`config.mk`:
```
export PLATFORM = sky130hd
export DESIGN_NAME = mlp_inference_argmax_core
export DESIGN_NICKNAME = d
export VERILOG_FILES = /design/src/mlp_pkg.sv /design/src/mlp_front.sv /design/src/mlp_back.sv /design/src/mlp_inference_argmax_core.sv
export VERILOG_INCLUDE_DIRS = /design/src /design/src/src
export SDC_FILE = /design/constraint.sdc
export NUM_CORES = 2
export LEC_CHECK = 0
export BUFFER_PORTS_ARGS = -buffer_cell sky130_fd_sc_hd__buf_2
export CAP_MARGIN = 20
export CORE_MARGIN = 5
export CORE_UTILIZATION = 58
export CTS_CLUSTER_SIZE = 8
export DETAILED_ROUTE_END_ITERATION = 16
export GPL_ROUTABILITY_DRIVEN = 1
export PLACE_DENSITY = 0.83
export SETUP_SLACK_MARGIN = 0.5
export SLEW_MARGIN = 20
export SYNTH_ARGS = -nofsm -noshare
export SYNTH_HDL_FRONTEND = slang
export SYNTH_SLANG_ARGS = --single-unit
```
`constraint.sdc`:
```
create_clock -name i_clk -period 12.01 [get_ports i_clk]
set_input_delay 0.6005 -clock i_clk [delete_from_list [all_inputs] [get_ports i_clk]]
set_output_delay 0.6005 -clock i_clk [all_outputs]
set_load 0.05 [all_outputs]
```
`src/mlp_inference_argmax_core_assert.svh`:
```
// assertion macros for the mlp core
`ifndef MLP_INFERENCE_ARGMAX_CORE_ASSERT_SVH
`define MLP_INFERENCE_ARGMAX_CORE_ASSERT_SVH
`ifndef SYNTHESIS
`define MLP_ASSERT_IMPL(label, clk, rst_n, cond) \
    label: assert property (@(posedge clk) disable iff (!rst_n) (cond)) \
        else $error("assertion failed");
`define MLP_ASSERT_NEXT(label, clk, rst_n, pre, post) \
    label: assert property (@(posedge clk) disable iff (!rst_n) (pre) |=> (post)) \
        else $error("assertion failed");
`else
`define MLP_ASSERT_IMPL(label, clk, rst_n, cond)
`define MLP_ASSERT_NEXT(label, clk, rst_n, pre, post)
`endif
`endif

```
`src/mlp_pkg.sv`:
```
package mlp_pkg;

    typedef struct packed {
        logic               command;
        logic [6:0]         weight_index;
        logic signed [15:0] weight_value;
        logic signed [15:0] feature_a;
        logic signed [15:0] feature_b;
    } t_in_item;

    typedef struct packed {
        logic [15:0] score_zero;
        logic [15:0] score_one;
        logic [15:0] score_two;
        logic [15:0] score_three;
        logic [1:0]  winner;
    } t_out_item;

    localparam logic CMD_LOAD  = 1'b0;
    localparam logic CMD_INFER = 1'b1;

    typedef enum logic [2:0] {
        ST_IDLE, ST_READ, ST_MAC, ST_ACT, ST_SIG, ST_DONE
    } t_state;

    function automatic logic [15:0] sig_entry(input logic [4:0] idx);
        logic [15:0] v;
        case (idx)
            5'd0:  v = 16'd32768;
            5'd1:  v = 16'd40793;
            5'd2:  v = 16'd47911;
            5'd3:  v = 16'd53580;
            5'd4:  v = 16'd57724;
            5'd5:  v = 16'd60565;
            5'd6:  v = 16'd62427;
            5'd7:  v = 16'd63615;
            5'd8:  v = 16'd64357;
            5'd9:  v = 16'd64815;
            5'd10: v = 16'd65097;
            5'd11: v = 16'd65269;
            5'd12: v = 16'd65374;
            5'd13: v = 16'd65438;
            5'd14: v = 16'd65476;
            5'd15: v = 16'd65500;
            default: v = 16'd65514;
        endcase
        return v;
    endfunction

endpackage

```
`src/mlp_front.sv`:
```
// input queue: two-entry fifo between the port and the engine
module mlp_front (
    input  logic              i_clk,
    input  logic              i_rst_n,
    input  logic              i_push,
    input  mlp_pkg::t_in_item i_item,
    output logic              o_full,
    output logic              o_valid,
    output mlp_pkg::t_in_item o_item,
    input  logic              i_take
);
    import mlp_pkg::*;

    t_in_item r_buf [2];
    logic     r_wp, r_rp;
    logic [1:0] r_cnt;
    logic     w_wr, w_rd;

    assign o_full  = (r_cnt == 2'd2);
    assign o_valid = (r_cnt != 2'd0);
    assign o_item  = r_buf[r_rp];
    assign w_wr    = i_push && !o_full;
    assign w_rd    = i_take && o_valid;

    always_ff @(posedge i_clk) begin
        if (!i_rst_n) begin
            r_wp <= 1'b0;
            r_rp <= 1'b0;
            r_cnt <= 2'd0;
        end else begin
            if (w_wr) r_wp <= ~r_wp;
            if (w_rd) r_rp <= ~r_rp;
            r_cnt <= r_cnt + {1'b0, w_wr} - {1'b0, w_rd};
        end
    end

    always_ff @(posedge i_clk) begin
        if (w_wr) r_buf[r_wp] <= i_item;
    end
endmodule

```
`src/mlp_back.sv`:
```
// engine: one shared mac, weight memory, relu, sigmoid, argmax
module mlp_back #(
    parameter int INPUT_COUNT   = 2,
    parameter int HIDDEN_WIDTH  = 4,
    parameter int HIDDEN_LAYERS = 3,
    parameter int OUTPUT_COUNT  = 4,
    parameter int WORD_BITS     = 16
) (
    input  logic               i_clk,
    input  logic               i_rst_n,
    input  logic               i_valid,
    input  mlp_pkg::t_in_item  i_item,
    output logic               o_take,
    output logic               o_res_valid,
    output mlp_pkg::t_out_item o_res,
    input  logic               i_res_free
);
    import mlp_pkg::*;
`include "mlp_inference_argmax_core_assert.svh"

    localparam int MAXW = (HIDDEN_WIDTH > INPUT_COUNT) ?
        ((HIDDEN_WIDTH > OUTPUT_COUNT) ? HIDDEN_WIDTH : OUTPUT_COUNT) :
        ((INPUT_COUNT > OUTPUT_COUNT) ? INPUT_COUNT : OUTPUT_COUNT);
    localparam int WCOUNT = INPUT_COUNT * HIDDEN_WIDTH
        + (HIDDEN_LAYERS - 1) * HIDDEN_WIDTH * HIDDEN_WIDTH + HIDDEN_WIDTH * OUTPUT_COUNT;
    localparam int DEPTH = WCOUNT + HIDDEN_LAYERS * HIDDEN_WIDTH + OUTPUT_COUNT;
    localparam int AW = $clog2(DEPTH);
    localparam int NW = (MAXW > 1) ? $clog2(MAXW + 1) : 1;
    localparam int IW = (MAXW > 1) ? $clog2(MAXW) : 1;
    localparam int LW = $clog2(HIDDEN_LAYERS + 1) + 1;
    localparam int ACCW = 2 * WORD_BITS + 8;

    logic signed [15:0] r_mem [DEPTH];
    logic signed [15:0] r_rdata;

    logic signed [WORD_BITS-1:0] r_act [MAXW];
    logic signed [WORD_BITS-1:0] r_nxt [MAXW];
    logic [15:0]                 r_score [MAXW];

    t_state r_state, n_state;
    logic [LW-1:0] r_layer;
    logic [IW-1:0] r_d;
    logic [NW-1:0] r_s;
    logic [AW+LW:0] r_wbase, r_bbase;
    logic signed [ACCW-1:0] r_acc;
    logic signed [ACCW-13:0] r_z;
    logic r_out_valid;
    t_out_item r_out;

    logic          w_out_layer;
    logic [NW-1:0] w_src_n, w_dst_n;
    logic          w_last_d;
    logic          w_res_free;
    assign w_out_layer = (r_layer == LW'(HIDDEN_LAYERS));
    assign w_src_n = (r_layer == '0) ? NW'(INPUT_COUNT) : NW'(HIDDEN_WIDTH);
    assign w_dst_n = w_out_layer ? NW'(OUTPUT_COUNT) : NW'(HIDDEN_WIDTH);
    assign w_last_d = (r_d == IW'(w_dst_n - NW'(1)));
    // output register free now or being emptied this cycle
    assign w_res_free = !r_out_valid || i_res_free;

    // address: weights at base + s*dst + d, bias at bbase + d
    logic [AW+LW:0] w_addr;
    logic [AW+LW:0] w_wa;
    assign w_wa = r_wbase + (AW+LW+1)'(r_s) * (AW+LW+1)'(w_dst_n) + (AW+LW+1)'(r_d);
    always_comb begin
        if (r_state == ST_READ) w_addr = r_bbase + (AW+LW+1)'(r_d);
        else                    w_addr = w_wa;
    end

    assign o_take = (r_state == ST_IDLE) && i_valid;

    always_ff @(posedge i_clk) begin
        if (o_take && i_item.command == CMD_LOAD && i_item.weight_index < 7'(DEPTH))
            r_mem[i_item.weight_index[AW-1:0]] <= i_item.weight_value;
        r_rdata <= r_mem[w_addr[AW-1:0]];
    end

    // sigmoid on the registered sum
    logic [ACCW-13:0] w_mag;
    logic [14:0]      w_m;
    logic [15:0]      w_lo, w_hi, w_sig;
    logic [27:0]      w_prod;
    always_comb begin
        w_mag  = r_z[ACCW-13] ? -r_z : r_z;
        w_m    = (w_mag > (ACCW-12)'(32767)) ? 15'h7fff : w_mag[14:0];
        w_lo   = sig_entry({1'b0, w_m[14:11]});
        w_hi   = sig_entry(5'({1'b0, w_m[14:11]} + 5'd1));
        w_prod = 28'(w_hi - w_lo) * 28'(w_m[10:0]);
        w_sig  = w_lo + 16'(w_prod >> 11);
        if (r_z[ACCW-13]) w_sig = 16'(17'h10000 - {1'b0, w_sig});
    end

    // relu with saturation to the hidden word
    logic signed [WORD_BITS-1:0] w_relu;
    always_comb begin
        if (r_z <= 0) w_relu = '0;
        else if (r_z > (ACCW-12)'((2**(WORD_BITS-1)) - 1))
            w_relu = WORD_BITS'((2**(WORD_BITS-1)) - 1);
        else w_relu = WORD_BITS'(r_z);
    end

    // the registered weight read belongs to source s-1
    logic signed [WORD_BITS+15:0] w_mul;
    logic signed [ACCW-1:0]       w_prodw;
    logic signed [ACCW-1:0]       w_sum;
    assign w_mul   = r_act[IW'(r_s - NW'(1))] * r_rdata;
    assign w_prodw = ACCW'(w_mul);
    assign w_sum   = r_acc + w_prodw;

    logic w_last_s;
    assign w_last_s = (r_s == w_src_n);

    always_comb begin
        n_state = r_state;
        unique case (r_state)
            ST_IDLE: if (o_take && i_item.command == CMD_INFER) n_state = ST_READ;
            ST_READ: n_state = ST_MAC;
            ST_MAC:  if (w_last_s) n_state = w_out_layer ? ST_SIG : ST_ACT;
            ST_ACT:  n_state = ST_READ;
            ST_SIG:  n_state = w_last_d ? ST_DONE : ST_READ;
            ST_DONE: n_state = w_res_free ? ST_IDLE : ST_DONE;
            default: n_state = ST_IDLE;
        endcase
    end

    always_ff @(posedge i_clk) begin
        if (!i_rst_n) r_state <= ST_IDLE;
        else          r_state <= n_state;
    end

    // datapath sequencing
    always_ff @(posedge i_clk) begin
        case (r_state)
            ST_IDLE: begin
                r_layer <= '0;
                r_d <= '0;
                r_s <= '0;
                r_wbase <= '0;
                r_bbase <= (AW+LW+1)'(WCOUNT);
                for (int k = 0; k < MAXW; k++) begin
                    if (k == 0) r_act[k] <= WORD_BITS'(i_item.feature_a);
                    else if (k == 1 && INPUT_COUNT > 1)
                        r_act[k] <= WORD_BITS'(i_item.feature_b);
                    else r_act[k] <= '0;
                end
            end
            ST_READ: begin
                r_s <= '0;
            end
            ST_MAC: begin
                if (r_s == '0) r_acc <= ACCW'(r_rdata) <<< 12;
                else           r_acc <= w_sum;
                if (w_last_s) r_z <= (ACCW-12)'(w_sum >>> 12);
                else          r_s <= r_s + NW'(1);
            end
            ST_ACT: begin
                r_nxt[r_d] <= w_relu;
                if (w_last_d) begin
                    r_d <= '0;
                    r_layer <= r_layer + LW'(1);
                    r_wbase <= r_wbase + (AW+LW+1)'(w_src_n) * (AW+LW+1)'(w_dst_n);
                    r_bbase <= r_bbase + (AW+LW+1)'(w_dst_n);
                    for (int k = 0; k < MAXW; k++)
                        r_act[k] <= (k == int'(r_d)) ? w_relu
                                    : (k < HIDDEN_WIDTH ? r_nxt[k] : '0);
                end else begin
                    r_d <= r_d + IW'(1);
                end
            end
            ST_SIG: begin
                r_score[r_d] <= w_sig;
                r_d <= r_d + IW'(1);
            end
            default: ;
        endcase
    end

    // argmax and output register
    logic [1:0]  w_best;
    logic [15:0] w_bv;
    always_comb begin
        w_best = '0;
        w_bv = '0;
        for (int k = 0; k < OUTPUT_COUNT; k++)
            if (r_score[k] > w_bv) begin
                w_bv = r_score[k];
                w_best = 2'(k);
            end
    end

    always_ff @(posedge i_clk) begin
        if (!i_rst_n) r_out_valid <= 1'b0;
        else if (r_state == ST_DONE && w_res_free) r_out_valid <= 1'b1;
        else if (i_res_free) r_out_valid <= 1'b0;
        if (r_state == ST_DONE && w_res_free) begin
            r_out.score_zero  <= r_score[0];
            r_out.score_one   <= r_score[1 % MAXW];
            r_out.score_two   <= (OUTPUT_COUNT > 2) ? r_score[2 % MAXW] : '0;
            r_out.score_three <= (OUTPUT_COUNT > 3) ? r_score[3 % MAXW] : '0;
            r_out.winner      <= w_best;
        end
    end

    assign o_res_valid = r_out_valid;
    assign o_res = r_out;

    `MLP_ASSERT_NEXT(a_done_valid, i_clk, i_rst_n, r_state == ST_DONE, r_out_valid)
    `MLP_ASSERT_IMPL(a_no_take_busy, i_clk, i_rst_n, !(o_take && r_state != ST_IDLE))
    `MLP_ASSERT_NEXT(a_read_mac, i_clk, i_rst_n, r_state == ST_READ, r_state == ST_MAC)
endmodule

```
`src/mlp_inference_argmax_core.sv`:
```
// channel   | handshake       | payload
// input     | i_push / o_full | i_item  (t_in_item)
// result    | o_empty / i_pop | o_result (t_out_item)
// a load writes one weight entry; an inference steps each output of each
// layer through a bias read, src+1 mac steps and an activation
// reset is synchronous active low and clears the queue and the sequencer
// the weight memory is not cleared; the user must write every entry before
// use; the block itself does not enforce it
// a result waiting in the output register holds the engine in its last step
module mlp_inference_argmax_core #(
    parameter int INPUT_COUNT   = 2,
    parameter int HIDDEN_WIDTH  = 4,
    parameter int HIDDEN_LAYERS = 3,
    parameter int OUTPUT_COUNT  = 4,
    parameter int WORD_BITS     = 16
) (
    input  logic               i_clk,
    input  logic               i_rst_n,
    input  logic               i_push,
    input  mlp_pkg::t_in_item  i_item,
    output logic               o_full,
    output logic               o_empty,
    input  logic               i_pop,
    output mlp_pkg::t_out_item o_result
);
    import mlp_pkg::*;

    logic     w_valid, w_take, w_rvalid;
    t_in_item w_item;

    // front queue decouples the port from the engine
    mlp_front u_front (
        .i_clk(i_clk), .i_rst_n(i_rst_n), .i_push(i_push), .i_item(i_item),
        .o_full(o_full), .o_valid(w_valid), .o_item(w_item), .i_take(w_take)
    );

    // back engine holds the result until it is popped
    mlp_back #(
        .INPUT_COUNT(INPUT_COUNT), .HIDDEN_WIDTH(HIDDEN_WIDTH),
        .HIDDEN_LAYERS(HIDDEN_LAYERS), .OUTPUT_COUNT(OUTPUT_COUNT),
        .WORD_BITS(WORD_BITS)
    ) u_back (
        .i_clk(i_clk), .i_rst_n(i_rst_n), .i_valid(w_valid), .i_item(w_item),
        .o_take(w_take), .o_res_valid(w_rvalid), .o_res(o_result),
        .i_res_free(i_pop)
    );

    assign o_empty = !w_rvalid;
endmodule

```
# Yosys cells after proc, flatten, opt, wreduce, memory -nomap -nowiden
# Memory sizes are Yosys's and may differ from the RTL's. A register that Yosys moved wholly into a read port is not among the register bits.
# Cells that the tools add are included.
[word_totals]
romBits = 480
wordCells = 156
mem_bits_rw = 1456
output_inout_bits = 68
memories = 7
in_bits = 60
regBits = 172
[mem_list]
columns = ["memory", "words", "width", "read_ports", "rd_ports_with_merged_regs", "write_ports", "line_no", "text"]
rows = [
  ["u_back.r_mem", 72, 16, 1, 1, 1, "mlp_back.sv:33", "logic signed [15:0] r_mem [DEPTH];"],
  ["(no name shown)", 16, 15, 1, 0, 0, "mlp_pkg.sv:28", "case (idx)"],
  ["(no name shown)", 16, 15, 1, 0, 0, "mlp_pkg.sv:28", ""],
  ["u_front.r_buf", 2, 56, 1, 1, 1, "mlp_front.sv:14", "t_in_item r_buf [2];"],
  ["u_back.r_act", 4, 16, 1, 0, 4, "mlp_back.sv:36", "logic signed [WORD_BITS-1:0] r_act [MAXW];"],
  ["u_back.r_nxt", 4, 16, 4, 0, 1, "mlp_back.sv:37", "logic signed [WORD_BITS-1:0] r_nxt [MAXW];"],
  ["+1 memories", "-", "-", "-", "-", "-", "-", ""],
]
[op_classes]
add_sub_neg = 17
n_lt_le_gt_ge = 8
n_eq_ne = 16
mul = 2
muxes = 55
n_reduce_logical = 25
bitwise_logic = 7
[ops]
columns = ["op", "n"]
rows = [
  ["2-to-1 mux 16 bit", 15],
  ["greater-than comparator 16 bit", 3],
  ["one-hot mux 11 bit (2 select lines)", 2],
  ["adder 40 x 32 -> 40 bit", 1],
  ["2-to-1 mux 40 bit", 1],
  ["multiplier 16 x 16 -> 32 bit", 1],
  ["greater-than comparator 28 x 15 -> 1 bit, second input constant", 1],
  ["greater-than comparator 28 x 16 -> 1 bit, second input constant", 1],
  ["less-or-equal comparator 28 x 1 -> 1 bit, second input constant", 1],
  ["multiplier 28 x 11 -> 27 bit", 1],
  ["2-to-1 mux 28 bit", 1],
  ["negation 28 bit", 1],
  ["2-to-1 mux 3 bit", 8],
  ["2-to-1 mux 11 bit", 2],
  ["2-to-1 mux 1 bit", 19],
  ["one-hot mux 3 bit (6 select lines)", 1],
  ["subtractor 16 x 16 -> 17 bit", 1],
  ["adder 16 bit", 1],
  ["greater-than comparator 16 x 1 -> 1 bit, second input constant", 1],
  ["subtractor 1 x 16 -> 16 bit, first input constant", 1],
  ["2-to-1 mux 15 bit", 1],
  ["adder 7 x 2 -> 7 bit", 2],
  ["one-hot mux 3 bit (2 select lines)", 2],
  ["adder 11 x 3 -> 11 bit, second input constant", 1],
  ["other kinds (32)", 61],
]

# Longest topological paths before layout
# An unclocked memory read counts as a cell.
[depth]
ltp_word = 12
ltp_mapped = 62

# Modules after synthesis
# Synthesis repeated with hierarchy kept, for this count alone.
[hier_totals]
cells_unflattened = 5409
hier_area_um2 = 84183.2
[modules_own_cells]
columns = ["module", "seq_area_each_um2", "cells_each", "area_each_um2", "instances"]
rows = [
  ["mlp_back", 44813.0, 5207, 79737.7, 1],
  ["mlp_front", 3463.3, 201, 4441.8, 1],
  ["mlp_inference_argmax_core", 0.0, 1, 3.8, 1],
]

# Worst setup path before layout
# No wires, ideal clock.
[synth_path]
path_type = "register to register"
start = "reg u_back.r_z[3]"
end = "mem u_back.r_score[0][15] (data pin)"
t_arrival_ns = 12.355
setup_ns = 0.275
stages_incl_launch_ff = 55
required_time_ns = 11.735
slack_ns = -0.620
path_buffers = 4
path_cell_list = "edfxtp_1 or4_4 or3_4 mux2i_1 nor4bb_1 and4_1 buf_4 buf_6 nand2_1 ha_1 inv_1 ha_1 clkbuf_1 nand2_1 o21ai_0 nand2_1 ha_1 inv_1 [19 not listed] ha_1 nand2_1 or3_1 o21ai_0 a21oi_4 nor2b_1 nor2_1 xnor2_1 ha_1 and2_1 a31oi_1 nand3_1 a41oi_1 xnor2_1 or3_1 o31ai_1 xnor2_1 xnor2_1"
[synth_between]
elab_chain_len = 12
elab_cells_between_ends = 13
cone_classes = "add/sub: 5; mul: 1; order compare: 1; mux: 4; memory: 2"
[synth_lines]
columns = ["element", "line_no", "text"]
rows = [
  ["start: declaration", "mlp_back.sv:46", "logic signed [ACCW-13:0] r_z;"],
  ["start signal: assignment", "mlp_back.sv:153", "if (w_last_s) r_z <= (ACCW-12)'(w_sum >>> 12);"],
  ["negation 28 bit", "mlp_back.sv:84", "w_mag = r_z[ACCW-13] ? -r_z : r_z;"],
  ["2-to-1 mux 28 bit *", "mlp_back.sv:84", ""],
  ["greater-than comparator 28 x 15 -> 1 bit", "mlp_back.sv:85", "w_m = (w_mag > (ACCW-12)'(32767)) ? 15'h7fff : w_mag[14:0];"],
  ["2-to-1 mux 15 bit *", "mlp_back.sv:85", ""],
  ["adder 4 x 1 -> 5 bit", "mlp_back.sv:87", "w_hi = sig_entry(5'({1'b0, w_m[14:11]} + 5'd1));"],
  ["memory read (16 x 15 bit)", "-", ""],
  ["2-to-1 mux 16 bit", "mlp_pkg.sv:28", ""],
  ["subtractor 16 x 16 -> 17 bit", "mlp_back.sv:88", "w_prod = 28'(w_hi - w_lo) * 28'(w_m[10:0]);"],
  ["multiplier 28 x 11 -> 27 bit", "mlp_back.sv:88", ""],
  ["adder 16 bit *", "mlp_back.sv:89", "w_sig = w_lo + 16'(w_prod >> 11);"],
  ["subtractor 1 x 16 -> 16 bit", "mlp_back.sv:90", "if (r_z[ACCW-13]) w_sig = 16'(17'h10000 - {1'b0, w_sig});"],
  ["2-to-1 mux 16 bit *", "mlp_back.sv:90", ""],
  ["via u_back.w_sig[15]", "mlp_back.sv:81", "logic [15:0] w_lo, w_hi, w_sig;"],
  ["end: declaration", "mlp_back.sv:38", "logic [15:0] r_score [MAXW];"],
]
# Mark *: on every way through the listed nets, which the timed path passes. The rest lies on a longest branch.

# Worst setup path after layout
[layout_path]
start = "reg u_back.r_z[5]"
end = "mem u_back.r_score[2][13] (data pin)"
# The elaborated chain is that of the path after synthesis.

==> flow_summary.yaml <==
status:
  status: "finished with violations"
  violations: "setup timing"
grt:
  grt_usage: 0.312
  grt-ovfl-total: 0
  grt_max_degree: 111
  grt_pass1_vias: 53482
  grt_pass1_wl_mm: 351
  antenna_found_initial: 13
worst_setup_path:
  slowest_delay_ns: 0.61
  reg2reg_slack_ns: -0.15
  crit_path_end_kind: "flip-flop"
  crit_top_cell: "fa_1"
  path_class: "flip-flop to flip-flop"
  crit_slowest_cell: "or4_4"
  start_kind: "flip-flop"
  critPathMaxFanout: 7
  crit_arrival_ns: 12.69
  critPathRequiredTime_ns: 12.55
floorplan:
  ios: 128
  coreArea_um2: 144000
  rows: 139
  die_h_um: 391
  die_area_um2: 153000
  dieWidth_um: 391
  initial_core_util: 0.585
cells_and_area:
  drive_gt1_frac: 0.211
  area_delta_synth_final_pct: 14.5
  final_net_count: 6766
  instances_no_fill: 7925
synth:
  synth_seq_cells: 1616
  syn_inst: 5459
  synth_top_area_cell: "edfxtp_1"
  syn_area_per_cell_um2: 15.4
  synthesis.area_um2: 84300
  ys_seq_area_frac: 0.573
  yosys_most_used_dff: "edfxtp_1"
  yosys-top-cells-count: "1591 x edfxtp_1, 589 x inv_1, 499 x fa_1, 372 x nand2_1, 369 x mux4_2"
  synth_top_area_share: 0.567
  synth_edf_count: 1591
  yosys_warnings: 0
  yosys-top-cells-area: "edfxtp_1 57%, fa_1 12%, mux4_2 9.9%"
  yosysMostFrequentCell: "edfxtp_1"
  synthArstFlopShare: 0
  ys_types: 94
placement:
  post-dp-hpwl_mm: 139
  gp_congestion: 0.920
  port_buffers: 127
  dp.cells: 7515
timing:
  worst_pin_slew_ns: 1.16
  final_max_slew_viol_count: 0
  min_period_over_period: 1.01
  fmax_mhz: 82.3
  timing.hold.ws_ns: 0.0583
  fin_ws_ns: -0.146
  rsz0062_at_grt: "yes"
  fin_setup_tns_ns: -1.15
  setup_viol: 10
  relSlewSlack: 0.227
  skew_ns: 0.110
  min_period_ns: 12.16
  final_hold_viol_count: 0
clocking:
  clk_latency_ns: 0.90
  cts-root-buf: "clkbuf_16"
  cts_max_level: 4
  clk_pin_slew_worst_paths_ns: 0.05
  cts_made_buffers: 221
  clock-sinks: 1616
  cts_tree: "built"
  clk_path_buf_depth: 3
routing:
  wl_mm: 241
  firstDrtPassIters: 5
  drt.antenna.violating_nets: 0
  avgRoutedWirePerCell_um: 30.4
  vias: 52223
  first_iter_violations: 7370
  drc_errors: 0
  vias_per_cell: 6.59
worst_hold_path:
  min_path_type: "input pin to flip-flop"
run:
  cap_violations: 0
## per-stage QoR
| stage | setup slack [ns] | util | instance area, um2 |
|---|---|---|---|
| 2_1_floorplan | 0.376 | - | 84500 |
| 3_3_place_gp | -0.116 | 0.616 | 88700 |
| 3_5_place_dp | -0.352 | 0.616 | 88700 |
| 4_1_cts | 0.0851 | 0.666 | 95900 |
| 5_1_grt | -0.591 | 0.670 | 96500 |
| 6_report | -0.146 | 0.670 | 96500 |
## registers in the layout (all words and copies together) (netlist names), 4 cells and up, named ones only
name	count
u_back.o_res	66
u_back.r_acc	40
u_back.r_act	64
u_back.r_bbase	5
u_back.r_mem	1152
u_back.r_nxt	48
u_back.r_rdata	16
u_back.r_score	64
u_back.r_wbase	4
u_back.r_z	28
u_front.r_buf	112
## metal layers
metal  part of all wire  GRT usage
met2               0.48      0.506
met5            0.00024          0
met3               0.11     0.0752
met4              0.063      0.154
met1               0.34      0.400
## area by class of cell
cell class / instances / area [um2]
Multi-Input combinational cell: 3025 / 33800
Tap cell: 1903 / 2380
Fill cell: 9008 / 47500
Clock buffer: 269 / 5710
Inverter: 590 / 2220
Antenna cell: 10 / 25.0
Sequential cell: 1616 / 48300
Timing Repair Buffer: 493 / 3650
Clock inverter: 19 / 432
## repair_timing
item,4_1_cts,5_1_grt
setup buffers,43,18
endpoints found under the setup margin,36,48
pin swaps,54,41
gates resized for setup,55,61
endpoints found under the hold margin,97,0
hold buffers,49,0
cloned,0,0
## cells in the final DEF (no fill, tap or decap), types with 101 or more instances in the layout
| master | Yosys | routed |
|---|---|---|
| a21oi_1 | 157 | 146 |
| and2_1 | 139 | 137 |
| buf_2 | 31 | 127 |
| buf_4 | 1 | 296 |
| clkbuf_16 | 0 | 221 |
| edfxtp_1 | 1591 | 1591 |
| fa_1 | 499 | 496 |
| ha_1 | 260 | 246 |
| inv_1 | 589 | 582 |
| mux2i_1 | 104 | 101 |
| mux4_2 | 369 | 369 |
| nand2_1 | 372 | 363 |
| nor2_1 | 306 | 297 |
## worst max-delay path, delay by kind of cell (launching register included)
family                   cells  cell delay [ns]
buffers and inverters        9             0.86
multiplexers                 1             0.16
XOR/XNOR                     5             0.73
AND/OR/NAND/NOR             14             3.49
adder cells (fa/ha/maj)     10             3.64
flip-flops                   1             0.41
AO/OA/AOI/OAI               14             2.59
## path summary, 6_finish.rpt
check / end / cells past startpoint / start
worst max-delay path: u_back.r_score[2][13]$_DFFE_PP_ / 53 / u_back.r_z[5]$_DFFE_PP_
worst max register to register: u_back.r_score[2][13]$_DFFE_PP_ / 53 / u_back.r_z[5]$_DFFE_PP_
worst min-delay path: u_front.r_buf[1][23]$_DFFE_PP_ / 1 / i_item[23]
worst min register to register: u_back.o_res[55]$_DFFE_PP_ / 0 / u_back.r_score[0][5]$_DFFE_PP_
## kinds of logic (layout without fill, tap and decap cells)
| family | count (synthesis) | in the layout | share of synthesized area |
|---|---|---|---|
| AND/OR/NAND/NOR | 1121 | 1121 | 0.0632 |
| multiplexers | 514 | 514 | 0.116 |
| buffers and inverters | 821 | 1371 | 0.0373 |
| AO/OA/AOI/OAI | 492 | 492 | 0.0387 |
| XOR/XNOR | 135 | 135 | 0.0142 |
| adder cells (fa/ha/maj) | 759 | 759 | 0.157 |
| other | 1 | 14 | 0.0000445 |
| flip-flops | 1616 | 1616 | 0.573 |
Power is left out: the tool's default activity adds up to more than one toggle a clock period on the data nets, which glitch-free logic cannot reach.
